===== src/rtl/gbu_pkg.sv =====
// Shared types and constants for the glyph bitmap unpacker.
// No dependencies; the top level, front end, queue and back end import this package.
package gbu_pkg;

    // Defaults for the glyph width parameter and the queue depth
    localparam int DEF_MAX_GLYPH_WIDTH = 64;
    localparam int DEF_QUEUE_DEPTH     = 4;

    // Pixel count per command covers the widest legal glyph row (64)
    localparam int PIX_CNT_W = 7;
    localparam int IDX_W     = PIX_CNT_W - 1;

    // Register indexes
    localparam logic [1:0] REG_PIXEL_MODE   = 2'd0;
    localparam logic [1:0] REG_GLYPH_WIDTH  = 2'd1;
    localparam logic [1:0] REG_GLYPH_HEIGHT = 2'd2;
    localparam logic [1:0] REG_ROW_STRIDE   = 2'd3;

    // Pixel modes
    localparam logic [1:0] MODE_MONO_ROW    = 2'd0;
    localparam logic [1:0] MODE_NIBBLE      = 2'd1;
    localparam logic [1:0] MODE_RAW         = 2'd2;
    localparam logic [1:0] MODE_MONO_STRIDE = 2'd3;

    // Reset values of the registers
    localparam logic [1:0] RST_PIXEL_MODE   = MODE_MONO_ROW;
    localparam logic [6:0] RST_GLYPH_WIDTH  = 7'd8;
    localparam logic [7:0] RST_GLYPH_HEIGHT = 8'd8;
    localparam logic [7:0] RST_ROW_STRIDE   = 8'd1;

    // One classified input byte: what the back end has to emit for it
    typedef struct packed {
        logic [7:0]           data;
        logic [1:0]           mode;
        logic [PIX_CNT_W-1:0] count;     // pixels to emit, at least one
        logic                 row_end;   // last pixel closes a row
        logic                 last_row;  // row is the glyph's last one
    } cmd_t;

endpackage


===== src/rtl/gbu_stream_if.sv =====
// Valid/ready stream interfaces for the glyph bitmap unpacker.
// No dependencies.
interface gbu_byte_if;
    logic       valid;
    logic       ready;
    logic [7:0] data_byte;

    modport source (output valid, output data_byte, input ready);
    modport sink   (input valid, input data_byte, output ready);
endinterface

interface gbu_pixel_if;
    logic       valid;
    logic       ready;
    logic [7:0] pixel;
    logic       row_end;
    logic       glyph_end;
    logic       last_of_input;

    modport source (output valid, output pixel, output row_end, output glyph_end,
                    output last_of_input, input ready);
    modport sink   (input valid, input pixel, input row_end, input glyph_end,
                    input last_of_input, output ready);
endinterface


===== src/rtl/glyph_bitmap_unpacker.sv =====
// Glyph bitmap unpacker: packed glyph bytes in, 8-bit grayscale pixels out.
// Path: command queue, then back end command register, then output register.
// The back end gives one pixel per cycle while the sink is ready; a byte holds it
// until all its pixels are out (up to the glyph width in one-bit byte-per-row mode).
// Input is taken every cycle while the command queue has room.
// Reset: counters and handshakes cleared, registers back to their defaults.
module glyph_bitmap_unpacker
    import gbu_pkg::*;
#(
    parameter int MAX_GLYPH_WIDTH = DEF_MAX_GLYPH_WIDTH,
    parameter int QUEUE_DEPTH     = DEF_QUEUE_DEPTH
)
(
    input  logic        clk,
    input  logic        rst_n,
    input  logic        wr_en,
    input  logic [1:0]  wr_index,
    input  logic [7:0]  wr_data,
    gbu_byte_if.sink    byte_stream,
    gbu_pixel_if.source pixel_stream
);

    logic q_push, q_full, q_pop, q_empty;
    cmd_t q_push_cmd, q_pop_cmd;

    gbu_front #(
        .MAX_GLYPH_WIDTH(MAX_GLYPH_WIDTH)
    ) u_front (
        .clk        (clk),
        .rst_n      (rst_n),
        .wr_en      (wr_en),
        .wr_index   (wr_index),
        .wr_data    (wr_data),
        .byte_stream(byte_stream),
        .q_full     (q_full),
        .q_push     (q_push),
        .q_push_cmd (q_push_cmd)
    );

    gbu_cmd_queue #(
        .DEPTH(QUEUE_DEPTH)
    ) u_queue (
        .clk     (clk),
        .rst_n   (rst_n),
        .push    (q_push),
        .push_cmd(q_push_cmd),
        .full    (q_full),
        .pop     (q_pop),
        .pop_cmd (q_pop_cmd),
        .empty   (q_empty)
    );

    gbu_back u_back (
        .clk         (clk),
        .rst_n       (rst_n),
        .q_empty     (q_empty),
        .q_pop_cmd   (q_pop_cmd),
        .q_pop       (q_pop),
        .pixel_stream(pixel_stream)
    );

endmodule


===== src/rtl/gbu_front.sv =====
// Front end: configuration registers, row/column counters and byte classification.
// Depends on gbu_pkg and gbu_byte_if; pushes one command per pixel-producing byte.
module gbu_front
    import gbu_pkg::*;
#(
    parameter int MAX_GLYPH_WIDTH = DEF_MAX_GLYPH_WIDTH
)
(
    input  logic        clk,
    input  logic        rst_n,
    input  logic        wr_en,
    input  logic [1:0]  wr_index,
    input  logic [7:0]  wr_data,
    gbu_byte_if.sink    byte_stream,
    input  logic        q_full,
    output logic        q_push,
    output cmd_t        q_push_cmd
);

    localparam int COL_W = $clog2(MAX_GLYPH_WIDTH);
    localparam logic [6:0] W_MAX = 7'(MAX_GLYPH_WIDTH);

    logic [1:0]       mode_reg;
    logic [6:0]       width_reg;
    logic [7:0]       height_reg;
    logic [7:0]       stride_reg;
    logic [COL_W-1:0] col_reg, col_next;
    logic [7:0]       row_reg, row_next;
    logic [7:0]       bir_reg, bir_next;

    logic       accept;
    logic [6:0] w_eff;
    logic [7:0] h_eff;
    logic [7:0] w_plus7;
    logic [3:0] need;
    logic [7:0] s_base;
    logic [7:0] s_eff;
    logic [7:0] col_ext;
    logic       last_row;
    logic       finish;
    logic       rend;
    logic [PIX_CNT_W-1:0] cnt;
    logic [6:0] base;
    logic [6:0] rem;
    logic [8:0] row_inc;

    assign byte_stream.ready = !q_full;
    assign accept = byte_stream.valid && !q_full;

    always_comb
    begin
        if (width_reg == 7'd0)
            w_eff = 7'd1;
        else if (width_reg > W_MAX)
            w_eff = W_MAX;
        else
            w_eff = width_reg;
        h_eff   = (height_reg == 8'd0) ? 8'd1 : height_reg;
        w_plus7 = {1'b0, w_eff} + 8'd7;
        need    = w_plus7[6:3];
        s_base  = (stride_reg == 8'd0) ? 8'd1 : stride_reg;
        s_eff   = (s_base < {4'd0, need}) ? {4'd0, need} : s_base;
        col_ext = 8'(col_reg);
        row_inc = {1'b0, row_reg} + 9'd1;
        last_row = row_inc >= {1'b0, h_eff};
        base    = {1'b0, bir_reg[2:0], 3'b000};
        rem     = w_eff - base;
    end

    // Classify the byte: how many pixels it yields and whether it closes the row
    always_comb
    begin
        cnt    = '0;
        rend   = 1'b0;
        finish = 1'b0;
        case (mode_reg)
            MODE_MONO_ROW:
            begin
                cnt    = PIX_CNT_W'(w_eff);
                rend   = 1'b1;
                finish = 1'b1;
            end
            MODE_NIBBLE:
            begin
                if (col_ext + 8'd1 >= {1'b0, w_eff})
                begin
                    cnt  = PIX_CNT_W'(1);
                    rend = 1'b1;
                end
                else
                begin
                    cnt  = PIX_CNT_W'(2);
                    rend = col_ext + 8'd2 >= {1'b0, w_eff};
                end
                finish = rend;
            end
            MODE_RAW:
            begin
                cnt    = PIX_CNT_W'(1);
                rend   = col_ext + 8'd1 >= {1'b0, w_eff};
                finish = rend;
            end
            default:
            begin
                if (bir_reg < {4'd0, need})
                begin
                    cnt  = (rem > 7'd8) ? PIX_CNT_W'(8) : PIX_CNT_W'(rem);
                    rend = rem <= 7'd8;
                end
                finish = ({1'b0, bir_reg} + 9'd1) >= {1'b0, s_eff};
            end
        endcase
    end

    always_comb
    begin
        col_next = col_reg;
        row_next = row_reg;
        bir_next = bir_reg;
        if (wr_en)
        begin
            col_next = '0;
            row_next = '0;
            bir_next = '0;
        end
        else if (accept)
        begin
            if (finish)
            begin
                col_next = '0;
                bir_next = '0;
                row_next = last_row ? 8'd0 : row_inc[7:0];
            end
            else if (mode_reg == MODE_MONO_STRIDE)
                bir_next = bir_reg + 8'd1;
            else if (mode_reg == MODE_NIBBLE)
                col_next = COL_W'(col_ext + 8'd2);
            else
                col_next = COL_W'(col_ext + 8'd1);
        end
    end

    assign q_push              = accept && (cnt != '0);
    assign q_push_cmd.data     = byte_stream.data_byte;
    assign q_push_cmd.mode     = mode_reg;
    assign q_push_cmd.count    = cnt;
    assign q_push_cmd.row_end  = rend;
    assign q_push_cmd.last_row = last_row;

    always_ff @(posedge clk or negedge rst_n)
    begin
        if (!rst_n)
        begin
            mode_reg   <= RST_PIXEL_MODE;
            width_reg  <= RST_GLYPH_WIDTH;
            height_reg <= RST_GLYPH_HEIGHT;
            stride_reg <= RST_ROW_STRIDE;
            col_reg    <= '0;
            row_reg    <= '0;
            bir_reg    <= '0;
        end
        else
        begin
            col_reg <= col_next;
            row_reg <= row_next;
            bir_reg <= bir_next;
            if (wr_en)
            begin
                case (wr_index)
                    REG_PIXEL_MODE:   mode_reg   <= wr_data[1:0];
                    REG_GLYPH_WIDTH:  width_reg  <= wr_data[6:0];
                    REG_GLYPH_HEIGHT: height_reg <= wr_data;
                    REG_ROW_STRIDE:   stride_reg <= wr_data;
                    default:          mode_reg   <= mode_reg;
                endcase
            end
        end
    end

endmodule


===== src/rtl/gbu_cmd_queue.sv =====
// Small command FIFO between the front and back ends.
// Depends on gbu_pkg for the command type.
module gbu_cmd_queue
    import gbu_pkg::*;
#(
    parameter int DEPTH = DEF_QUEUE_DEPTH
)
(
    input  logic clk,
    input  logic rst_n,
    input  logic push,
    input  cmd_t push_cmd,
    output logic full,
    input  logic pop,
    output cmd_t pop_cmd,
    output logic empty
);

    localparam int PTR_W = $clog2(DEPTH);
    localparam int CNT_W = $clog2(DEPTH + 1);
    localparam logic [PTR_W-1:0] PTR_LAST = PTR_W'(DEPTH - 1);
    localparam logic [CNT_W-1:0] CNT_FULL = CNT_W'(DEPTH);

    cmd_t             entry_reg [DEPTH];
    logic [PTR_W-1:0] wr_ptr_reg, wr_ptr_next;
    logic [PTR_W-1:0] rd_ptr_reg, rd_ptr_next;
    logic [CNT_W-1:0] fill_reg, fill_next;
    logic             do_push, do_pop;

    assign full    = fill_reg == CNT_FULL;
    assign empty   = fill_reg == '0;
    assign do_push = push && !full;
    assign do_pop  = pop && !empty;
    assign pop_cmd = entry_reg[rd_ptr_reg];

    always_comb
    begin
        wr_ptr_next = wr_ptr_reg;
        rd_ptr_next = rd_ptr_reg;
        fill_next   = fill_reg;
        if (do_push)
            wr_ptr_next = (wr_ptr_reg == PTR_LAST) ? '0 : wr_ptr_reg + 1'b1;
        if (do_pop)
            rd_ptr_next = (rd_ptr_reg == PTR_LAST) ? '0 : rd_ptr_reg + 1'b1;
        if (do_push && !do_pop)
            fill_next = fill_reg + 1'b1;
        else if (do_pop && !do_push)
            fill_next = fill_reg - 1'b1;
    end

    always_ff @(posedge clk or negedge rst_n)
    begin
        if (!rst_n)
        begin
            wr_ptr_reg <= '0;
            rd_ptr_reg <= '0;
            fill_reg   <= '0;
        end
        else
        begin
            wr_ptr_reg <= wr_ptr_next;
            rd_ptr_reg <= rd_ptr_next;
            fill_reg   <= fill_next;
        end
    end

    always_ff @(posedge clk)
    begin
        if (do_push)
            entry_reg[wr_ptr_reg] <= push_cmd;
    end

endmodule


===== src/rtl/gbu_back.sv =====
// Back end: expands a command into registered pixels, one per cycle unless stalled.
// Depends on gbu_pkg and gbu_pixel_if.
module gbu_back
    import gbu_pkg::*;
(
    input  logic        clk,
    input  logic        rst_n,
    input  logic        q_empty,
    input  cmd_t        q_pop_cmd,
    output logic        q_pop,
    gbu_pixel_if.source pixel_stream
);

    logic             cur_valid_reg, cur_valid_next;
    cmd_t             cur_reg;
    logic [IDX_W-1:0] idx_reg, idx_next;
    logic             out_valid_reg, out_valid_next;
    logic [7:0]       pixel_reg, pixel_next;
    logic             row_end_reg, glyph_end_reg, last_reg;

    logic load;
    logic is_last;

    assign is_last = ({1'b0, idx_reg} + 1'b1) == cur_reg.count;
    assign load    = cur_valid_reg && (!out_valid_reg || pixel_stream.ready);
    assign q_pop   = !q_empty && (!cur_valid_reg || (load && is_last));

    // Pixel value for the current position within the command
    always_comb
    begin
        case (cur_reg.mode)
            MODE_NIBBLE:
                pixel_next = (idx_reg == '0) ? {cur_reg.data[7:4], cur_reg.data[7:4]}
                                             : {cur_reg.data[3:0], cur_reg.data[3:0]};
            MODE_RAW:
                pixel_next = cur_reg.data;
            default:
            begin
                // bit pixels past the first eight of a command are background
                if (idx_reg < IDX_W'(8))
                    pixel_next = cur_reg.data[3'd7 - idx_reg[2:0]] ? 8'd255 : 8'd0;
                else
                    pixel_next = 8'd0;
            end
        endcase
    end

    always_comb
    begin
        cur_valid_next = cur_valid_reg;
        idx_next       = idx_reg;
        if (q_pop)
        begin
            cur_valid_next = 1'b1;
            idx_next       = '0;
        end
        else if (load)
        begin
            if (is_last)
                cur_valid_next = 1'b0;
            idx_next = idx_reg + 1'b1;
        end

        if (load)
            out_valid_next = 1'b1;
        else if (pixel_stream.ready)
            out_valid_next = 1'b0;
        else
            out_valid_next = out_valid_reg;
    end

    always_ff @(posedge clk or negedge rst_n)
    begin
        if (!rst_n)
        begin
            cur_valid_reg <= 1'b0;
            idx_reg       <= '0;
            out_valid_reg <= 1'b0;
        end
        else
        begin
            cur_valid_reg <= cur_valid_next;
            idx_reg       <= idx_next;
            out_valid_reg <= out_valid_next;
        end
    end

    always_ff @(posedge clk)
    begin
        if (q_pop)
            cur_reg <= q_pop_cmd;
        if (load)
        begin
            pixel_reg     <= pixel_next;
            row_end_reg   <= is_last && cur_reg.row_end;
            glyph_end_reg <= is_last && cur_reg.row_end && cur_reg.last_row;
            last_reg      <= is_last;
        end
    end

    assign pixel_stream.valid         = out_valid_reg;
    assign pixel_stream.pixel         = pixel_reg;
    assign pixel_stream.row_end       = row_end_reg;
    assign pixel_stream.glyph_end     = glyph_end_reg;
    assign pixel_stream.last_of_input = last_reg;

endmodule


===== src/flat_wrapper.sv =====
// flat-port wrapper written by rule: the top's interface ports become plain ports
module glyph_bitmap_unpacker_flat import gbu_pkg::*;
#(
    parameter int MAX_GLYPH_WIDTH = DEF_MAX_GLYPH_WIDTH,
    parameter int QUEUE_DEPTH     = DEF_QUEUE_DEPTH
)
  (clk, rst_n, wr_en, wr_index, wr_data, byte_stream_valid, byte_stream_data_byte, byte_stream_ready, pixel_stream_valid, pixel_stream_pixel, pixel_stream_row_end, pixel_stream_glyph_end, pixel_stream_last_of_input, pixel_stream_ready);
  gbu_byte_if byte_stream_i ();
  gbu_pixel_if pixel_stream_i ();
  input  logic clk;
  input  logic rst_n;
  input  logic wr_en;
  input  logic [1:0] wr_index;
  input  logic [7:0] wr_data;
  input wire logic [$bits(byte_stream_i.valid)-1:0] byte_stream_valid;
  input wire logic [$bits(byte_stream_i.data_byte)-1:0] byte_stream_data_byte;
  output wire logic [$bits(byte_stream_i.ready)-1:0] byte_stream_ready;
  output wire logic [$bits(pixel_stream_i.valid)-1:0] pixel_stream_valid;
  output wire logic [$bits(pixel_stream_i.pixel)-1:0] pixel_stream_pixel;
  output wire logic [$bits(pixel_stream_i.row_end)-1:0] pixel_stream_row_end;
  output wire logic [$bits(pixel_stream_i.glyph_end)-1:0] pixel_stream_glyph_end;
  output wire logic [$bits(pixel_stream_i.last_of_input)-1:0] pixel_stream_last_of_input;
  input wire logic [$bits(pixel_stream_i.ready)-1:0] pixel_stream_ready;
  assign byte_stream_i.valid = byte_stream_valid;
  assign byte_stream_i.data_byte = byte_stream_data_byte;
  assign byte_stream_ready = byte_stream_i.ready;
  assign pixel_stream_valid = pixel_stream_i.valid;
  assign pixel_stream_pixel = pixel_stream_i.pixel;
  assign pixel_stream_row_end = pixel_stream_i.row_end;
  assign pixel_stream_glyph_end = pixel_stream_i.glyph_end;
  assign pixel_stream_last_of_input = pixel_stream_i.last_of_input;
  assign pixel_stream_i.ready = pixel_stream_ready;
  glyph_bitmap_unpacker #(.MAX_GLYPH_WIDTH(MAX_GLYPH_WIDTH), .QUEUE_DEPTH(QUEUE_DEPTH)) u_core (.clk(clk), .rst_n(rst_n), .wr_en(wr_en), .wr_index(wr_index), .wr_data(wr_data), .byte_stream(byte_stream_i), .pixel_stream(pixel_stream_i));
endmodule

===== config.mk =====
export PLATFORM = sky130hd
export DESIGN_NAME = glyph_bitmap_unpacker_flat
export DESIGN_NICKNAME = d
export VERILOG_FILES = /design/src/rtl/gbu_pkg.sv /design/src/rtl/gbu_stream_if.sv /design/src/rtl/glyph_bitmap_unpacker.sv /design/src/rtl/gbu_front.sv /design/src/rtl/gbu_cmd_queue.sv /design/src/rtl/gbu_back.sv /design/src/flat_wrapper.sv
export SDC_FILE = /design/constraint.sdc
export NUM_CORES = 1
export LEC_CHECK = 0
export BUFFER_PORTS_ARGS = -buffer_cell sky130_fd_sc_hd__buf_2
export CAP_MARGIN = 40
export CORE_ASPECT_RATIO = 0.5
export CORE_MARGIN = 4
export CORE_UTILIZATION = 45
export DETAILED_ROUTE_END_ITERATION = 10
export GPL_ROUTABILITY_DRIVEN = 0
export GPL_TIMING_DRIVEN = 0
export PLACE_DENSITY_LB_ADDON = 0.05
export SLEW_MARGIN = 20
export SYNTH_ARGS = -nofsm -noshare
export SYNTH_HDL_FRONTEND = slang
export SYNTH_SLANG_ARGS = --single-unit
export TNS_END_PERCENT = 30

===== constraint.sdc =====
create_clock -name clk -period 5.4 [get_ports clk]
set_input_delay 1.08 -clock clk [delete_from_list [all_inputs] [get_ports clk]]
set_output_delay 1.08 -clock clk [all_outputs]
set_load 0.02 [all_outputs]

==> reports/metrics.csv, run 1 <==
stage;metric;value;unit
power_and_ir_drop;Int Power;2.86;mW
critical_path;Critical-path top delay cell;dfrtp_1;
detailed_routing;via/cell ratio;5.39;
power_and_ir_drop;Net Sw Frac;0.321;
detailed_routing;final wirelength;17.4;mm
logic_synthesis;Area contributors post-synth;edfxtp_1, dfrtp_1, ha_1;
hold_path;min-delay worst type;reg -> reg;
run;Max-cap violations;0;
logic_synthesis;Synth Flop Type;edfxtp_1;
timing;fmax;0.198;GHz
detailed_routing;DRC viols;0;
clock_tree;H-tree depth;4;
critical_path;WS Path Type;reg -> reg;
timing;endpoints failing hold;0;
timing;RSZ-0062 raised after global routing;false;
power_and_ir_drop;Clock Power Share;0.299;
placed_design;DP Wirelength;12.5;mm
power_and_ir_drop;Logic pwr share;0.277;
logic_synthesis;register area share after synthesis;0.549;
power_and_ir_drop;VDD IR max;237;uV
final_layout;fraction of layout cells with a size suffix above 1;0.214;
detailed_routing;DR pass1 iterations;4;
clock_tree;worst skew pair latency;0.42;ns
timing;Final Cycle Share;0.938;
final_layout;n_diodes;0;
detailed_routing;vias;5419;
global_route;first-pass GRT wire length;28.8;mm
logic_synthesis;top cell type's share of synthesized area;0.369;
final_layout;Layout Area Growth over Synthesis;13.9;%
detailed_routing;Detailed Route Iter0 Violations;244;
die;die width;204;um
logic_synthesis;Netlist cell types;72;
timing;final setup fails;0;
critical_path;CP Data Required Time;5.71;ns
die;die height;106;um
critical_path;crit-path max cell delay;0.62;ns
die;Core Rows;35;
logic_synthesis;syn_area_per_cell;12.8;um2
clock_tree;CTS tree;yes;
clock_tree;Worst-path clk slew;0.08;ns
die;initial core utilization;0.464;
clock_tree;hold-fix buffers at CTS;0;
clock_tree;worst-case clock buffer depth;2;
die;io pins;36;
die;total core area;18600;um2
detailed_routing;wire per inst;17.3;um
logic_synthesis;Async S/R FF share, synth;0.369;
timing;min Tclk post-route;5.06;ns
timing;Worst Max-Slew Pin Slew;0.726;ns
clock_tree;TritonCTS buffer count;17;
power_and_ir_drop;Sequential Power Share;0.425;
detailed_routing;DRT antenna net count;0;
global_route;grt ovf;0;
placed_design;I/O Buffers;34;
placed_design;dpl cell area;9190;um2
placed_design;DP Cell Count;973;
logic_synthesis;Yosys reg bits;168;
die;Die ar.;21600;um2
power_and_ir_drop;Lkg Pwr;4.04;nW
logic_synthesis;cell taking the most area after synthesis;edfxtp_1;
logic_synthesis;Post-synth EDFFs;106;
logic_synthesis;Ys Warns;0;
critical_path;CP Launch Type;flop;
global_route;initial antenna violation count;0;
timing;Final Max Tran Viols;0;
global_route;vias in the first global route;5362;
clock_tree;Root Buffer;clkbuf_16;
clock_tree;CTS Sinks;168;
logic_synthesis;Mapped Nets;751;
logic_synthesis;cells after synthesis;676;
status;outcome;complete, no violations;
final_layout;non-filler cells, final;1006;
global_route;pin count of the biggest net entering global routing;42;
critical_path;worst endpoint data arrival time;5.38;ns
critical_path;critical-path cell list;inv_1 > nand2_1 > nor2_1 > xnor2_1 > ha_1 > o31a_1 > o21ai_0 > nand2_1 > a21oi_1 > mux2i_1 > ha_1 > nand2b_1 > a21o_1 > a21oi_1 > o21ai_0 > a311o_1 > a21oi_2 > nor3_1 > a211o_1;
final_layout;Final Instance Area;9840;um2
final_layout;max FFs per register;76;
critical_path;CP Capture Type;flop;
global_route;Total GRT Usage;0.170;
timing;slew margin rel.;0.512;
logic_synthesis;Netlist Area Pre-Place;8630;um2
final_layout;Final nets;809;
power_and_ir_drop;pwr dens;428;nW/um2
timing;Clock Skews;0.0112;ns
critical_path;Critical Path Fanout Max;11;
power_and_ir_drop;P_sw;1.35;mW
[cell usage in the layout, fill, tap and decap left out, types with 21 or more instances in the layout]
cell and instances:
ha_1 50, mux4_2 21, nor2_1 45, mux2_2 29, a21oi_1 33, xnor2_1 21, o21ai_0 25, dfrtp_1 59
edfxtp_1 106, nand2_1 49, inv_1 36, buf_2 36
[layer usage]
layer  GRT usage  wire, um  vias to the layer above
met3      0.0335       488                        7
li1            -         -                     2643
met4      0.0327        79                        0
met2       0.266      7860                       70
met1       0.252      9010                     2699
met5           0         0                        -
[critical path, delay by kind of cell (launching register included)]
family          cells  cell delay [ns]
mux                 1             0.28
flops               1             0.62
xor+xnor            1             0.29
buf+inv             1             0.26
simple gates        5             0.74
compound gates      9             2.23
fa+ha+maj           2             0.54
[area by class of cell]
type	instances	area, um2
buffer	16	91.3
clock buffer	17	425
clock inverter	15	176
fill	1590	8770
inverter	36	135
multi-input combinational	455	3690
sequential	168	4740
tap	259	324
timing repair buffer	40	255
[final timing paths]
path	from	endpoint	slack (ns)	cells after the start
worst min-delay path	u_core.u_front.stride_reg[6]	u_core.u_front.stride_reg[6]	0.51	1
worst min register to register	u_core.u_front.stride_reg[6]	u_core.u_front.stride_reg[6]	0.51	1
worst max-delay path	u_core.u_front.width_reg[6]	u_core.u_front.col_reg[2]	0.34	19
max in group asynchronous	rst_n	u_core.u_front.width_reg[3]	4.22	2
min in group asynchronous	rst_n	u_core.u_front.stride_reg[5]	0.57	1
worst max register to register	u_core.u_front.width_reg[6]	u_core.u_front.col_reg[2]	0.34	19
[cell families after synthesis]
family                     synth area share
adders and majority gates            0.0783
DFF                                   0.549
AOI/OAI and AO/OA                    0.0975
xor gates and xnor gates             0.0345
and+or+nand+nor                       0.110
muxes                                 0.104
buffers and inverters                0.0267
[cell usage after synthesis (all sizes together) (3+ instances only)]
library cell  count
nor2             45
nand2            49
a22o              3
mux2i             7
edfxtp          106
buf               8
a31oi             5
a211oi            3
nor2b             5
nand2b           11
o21ai            29
clkbuf            9
mux4             21
a32o              5
xor2             13
nor4              5
dfrtp            59
nand3b            6
nor3             12
inv              36
a21o             16
o21bai            3
xnor2            21
dfstp             3
mux2             31
ha               50
and3              6
and2             13
nand4             4
nand3            14
a21oi            35
or3               4
or2               7
[power by group through the flow]
stage               Combinational, mW  Sequential (mW)  Clock [mW]
floorplan                       0.868             1.79           0
global placement                 1.13             1.80           0
detailed placement               1.17             1.81           0
CTS                              1.18             1.79        1.28
global route                     1.31             1.82        1.34
finish                           1.16             1.79        1.26
[what timing repair did]
item                       4_1_cts  5_1_grt
gates resized for setup          1        3
setup endpoints to repair        4       16
buffers inserted                 0        1
pin swaps                        0        1
[through the flow]
step                utilization  setup slack [ns]  total power, mW  TNS (ns)  hold slack, ns
floorplan                     -              1.15             2.66         0           0.457
global placement          0.490            0.0488             2.94         0           0.482
detailed placement        0.494           -0.0780             2.98    -0.126           0.488
global route              0.529            0.0429             4.47         0           0.516
CTS                       0.527           -0.0461             4.25    -0.112           0.507
finish                    0.529             0.337             4.21         0           0.508
No activity file was read; power rests on OpenSTA's default activity.
==> run 2: changes to the inputs <==
Settings changed: ABC_AREA set to 1.
==> run 2 against run 1 <==
Against the previous run:
- flip-flop and latch count unchanged
- die area down 0.83%
- synthesized cell count up 32%
- sequential power up 9%
- combinational power up 45%
- synthesized area down 0.88%
==> reports/metrics.csv, run 2 <==
stage;metric;value;unit;change
status;outcome;complete, no violations;;unchanged
critical_path;CP Capture Type;flop;;unchanged
power_and_ir_drop;pwr dens;502;nW/um2;was 428 nW/um2
logic_synthesis;Netlist Area Pre-Place;8560;um2;was 8630 um2
logic_synthesis;Area contributors post-synth;edfxtp_1, dfrtp_1, ha_1;;unchanged
logic_synthesis;Ys Warns;0;;unchanged
final_layout;most common cell after layout, fill and taps aside;nand2_1;;was edfxtp_1
power_and_ir_drop;Logic pwr share;0.343;;was 0.277
die;initial core utilization;0.462;;was 0.464
logic_synthesis;Yosys reg bits;168;;unchanged
logic_synthesis;top cell type's share of synthesized area;0.372;;was 0.369
power_and_ir_drop;Int Power;3.01;mW;was 2.86 mW
timing;Worst Max-Slew Pin Slew;0.693;ns;was 0.726 ns
power_and_ir_drop;P_sw;1.88;mW;was 1.35 mW
die;io pins;36;;unchanged
clock_tree;CTS tree;yes;;unchanged
power_and_ir_drop;Sequential Power Share;0.398;;was 0.425
timing;Clock Skews;0.0150;ns;was 0.0112 ns
timing;min Tclk post-route;4.42;ns;was 5.06 ns
die;Core Rows;35;;unchanged
hold_path;Hold Startpoint;u_core.u_front.height_reg[6];;was u_core.u_front.stride_reg[6]
detailed_routing;DRC viols;0;;unchanged
critical_path;reg-to-reg startpoint;u_core.u_front.width_reg[6];;unchanged
clock_tree;H-tree depth;4;;unchanged
logic_synthesis;register area share after synthesis;0.554;;was 0.549
power_and_ir_drop;Clock Power Share;0.259;;was 0.299
detailed_routing;DR pass1 iterations;4;;unchanged
logic_synthesis;Post-synth top cells;nand2_1, o21ai_0, inv_1;;was edfxtp_1, dfrtp_1, ha_1
critical_path;WS Path Type;reg -> reg;;unchanged
timing;slew margin rel.;0.538;;was 0.512
logic_synthesis;cells after synthesis;892;;was 676
placed_design;I/O Buffers;35;;was 34
detailed_routing;wire per inst;14.8;um;was 17.3 um
final_layout;most frequent cells in the layout;nand2_1, o21ai_0, inv_1;;was edfxtp_1, dfrtp_1, ha_1
timing;final setup fails;0;;unchanged
run;Max-cap violations;0;;unchanged
clock_tree;worst-case clock buffer depth;2;;unchanged
global_route;initial antenna violation count;0;;unchanged
timing;endpoints failing hold;0;;unchanged
hold_path;min-delay worst type;reg -> reg;;unchanged
placed_design;DP Wirelength;13.1;mm;was 12.5 mm
global_route;pin count of the biggest net entering global routing;39;;was 42
logic_synthesis;Async S/R FF share, synth;0.369;;unchanged
detailed_routing;final wirelength;18.1;mm;was 17.4 mm
die;die height;106;um;about the same
logic_synthesis;cell taking the most area after synthesis;edfxtp_1;;unchanged
final_layout;max FFs per register;76;;unchanged
power_and_ir_drop;Net Sw Frac;0.385;;was 0.321
final_layout;fraction of layout cells with a size suffix above 1;0.106;;was 0.214
critical_path;Worst R2R Setup Slack;0.98;ns;was 0.34 ns
die;total core area;18500;um2;was 18,600 um2
timing;setup tns final;0;ns;unchanged
critical_path;Worst R2R End;u_core.u_front.col_reg[1];;was u_core.u_front.col_reg[2]
clock_tree;hold-fix buffers at CTS;0;;unchanged
final_layout;Final Instance Area;9750;um2;was 9840 um2
global_route;Total GRT Usage;0.178;;was 0.170
timing;RSZ-0062 raised after global routing;false;;unchanged
placed_design;dpl cell area;9130;um2;was 9190 um2
clock_tree;worst skew pair latency;0.44;ns;was 0.42 ns
hold_path;hold path depth;2;;was 1
critical_path;worst endpoint data arrival time;4.71;ns;was 5.38 ns
clock_tree;TritonCTS buffer count;17;;unchanged
clock_tree;Worst-path clk slew;0.08;ns;about the same
detailed_routing;DRT antenna net count;0;;unchanged
detailed_routing;via/cell ratio;5.01;;was 5.39
detailed_routing;Detailed Route Iter0 Violations;242;;was 244
clock_tree;post-CTS setup buffer count;0;;unchanged
global_route;vias in the first global route;5948;;was 5,362
power_and_ir_drop;VDD IR max;248;uV;was 237 uV
timing;Final Max Tran Viols;0;;unchanged
timing;fmax;0.226;GHz;was 0.198 GHz
critical_path;R2R depth;24;;was 19
logic_synthesis;Synth Flop Type;edfxtp_1;;unchanged
power_and_ir_drop;Lkg Pwr;4.26;nW;was 4.04 nW
final_layout;n_diodes;0;;unchanged
critical_path;CP startpoint;u_core.u_front.width_reg[6];;unchanged
global_route;first-pass GRT wire length;30.2;mm;was 28.8 mm
logic_synthesis;Mapped Nets;967;;was 751
final_layout;Final nets;1025;;was 809
detailed_routing;vias;6118;;was 5,419
timing;Final Cycle Share;0.818;;was 0.938
critical_path;Critical Path Fanout Max;10;;was 11
hold_path;Hold Path Sink;u_core.u_front.height_reg[6];;was u_core.u_front.stride_reg[6]
logic_synthesis;Netlist cell types;41;;was 72
critical_path;CP Launch Type;flop;;unchanged
clock_tree;PostCTS Resize Cnt;0;;was 1
clock_tree;Root Buffer;clkbuf_16;;unchanged
die;Die ar.;21400;um2;was 21,600 um2
critical_path;CP Data Required Time;5.70;ns;was 5.71 ns
global_route;grt ovf;0;;unchanged
clock_tree;CTS Sinks;168;;unchanged
logic_synthesis;syn_area_per_cell;9.59;um2;was 12.8 um2
logic_synthesis;most frequent cell after synthesis;nand2_1;;was edfxtp_1
logic_synthesis;Post-synth EDFFs;106;;unchanged
final_layout;Layout Area Growth over Synthesis;14.0;%;was 13.9%
die;die width;203;um;was 204 um
## run 2: metrics by stage
step	hold slack (ns)	worst slack (ns)	instances	power, mW	util
after global placement	0.471	0.386	1186	3.61	0.489
after global routing	0.525	0.481	1222	5.29	0.526
after CTS	0.492	0.978	1222	4.94	0.526
after detailed placement	0.475	1.02	1190	3.67	0.493
after floorplan	0.453	1.54	892	3.15	-
final	0.490	0.985	1222	4.89	0.526
## run 2: cells by family after synthesis
logic type	Yosys count	synth area share
AOI/OAI and AO/OA	188	0.120
xor gates and xnor gates	24	0.0246
and+or+nand+nor	325	0.164
DFF	168	0.554
adders and majority gates	52	0.0778
buffers and inverters	135	0.0600
## run 2: power groups by stage
stage	combinational, mW	sequential, mW	clock [mW]
global route	1.95	1.99	1.35
global placement	1.64	1.97	0
detailed placement	1.70	1.98	0
CTS	1.70	1.95	1.29
floorplan	1.17	1.98	0
finish	1.68	1.95	1.27
## run 2: layer usage
| metal | routed length (um) | track usage | vias to the layer above |
|---|---|---|---|
| met2 | 8480 | 0.288 | 67 |
| met5 | 0 | 0 | - |
| met1 | 8970 | 0.247 | 2873 |
| met4 | 104 | 0.0447 | 0 |
| li1 | - | - | 3170 |
| met3 | 536 | 0.0381 | 8 |
## run 2: worst max path at each step
stage | end | slack (ns)
6_report | u_core.u_front.col_reg[1] | 0.98
5_1_grt | u_core.u_front.col_reg[1] | 0.48
4_1_cts | u_core.u_queue.fill_reg[2] | 0.98
3_5_place_dp | u_core.u_queue.fill_reg[2] | 1.02
3_3_place_gp | u_core.u_queue.entry_reg[0][12] | 0.39
2_1_floorplan | u_core.u_queue.entry_reg[0][0] | 1.54
## run 2: critical path: stages (launching register included)
cell	delay, ns
dfrtp_1	0.48
inv_4	0.19
nand2_2	0.12
nand2_2	0.08
inv_2	0.04
nand3_2	0.10
nand3_1	0.14
nand2_1	0.10
nand2_1	0.11
ha_1	0.30
nand3_1	0.07
o211ai_1	0.15
inv_1	0.11
o21ai_0	0.20
ha_1	0.29
a21oi_1	0.13
o211ai_1	0.10
nand3_1	0.08
a21oi_1	0.06
o21ai_0	0.26
nand2_1	0.16
nand2_1	0.09
nand2_1	0.16
o21ai_1	0.56
o21ai_0	0.19
## run 2: final cells by class
class | instances | area (um2)
Fill cell | 1692 | 8770
Sequential cell | 168 | 4740
Multi-Input combinational cell | 589 | 3320
Inverter | 117 | 442
Clock buffer | 17 | 425
Tap cell | 259 | 324
Timing Repair Buffer | 39 | 235
Clock inverter | 15 | 195
Buffer | 18 | 71.3
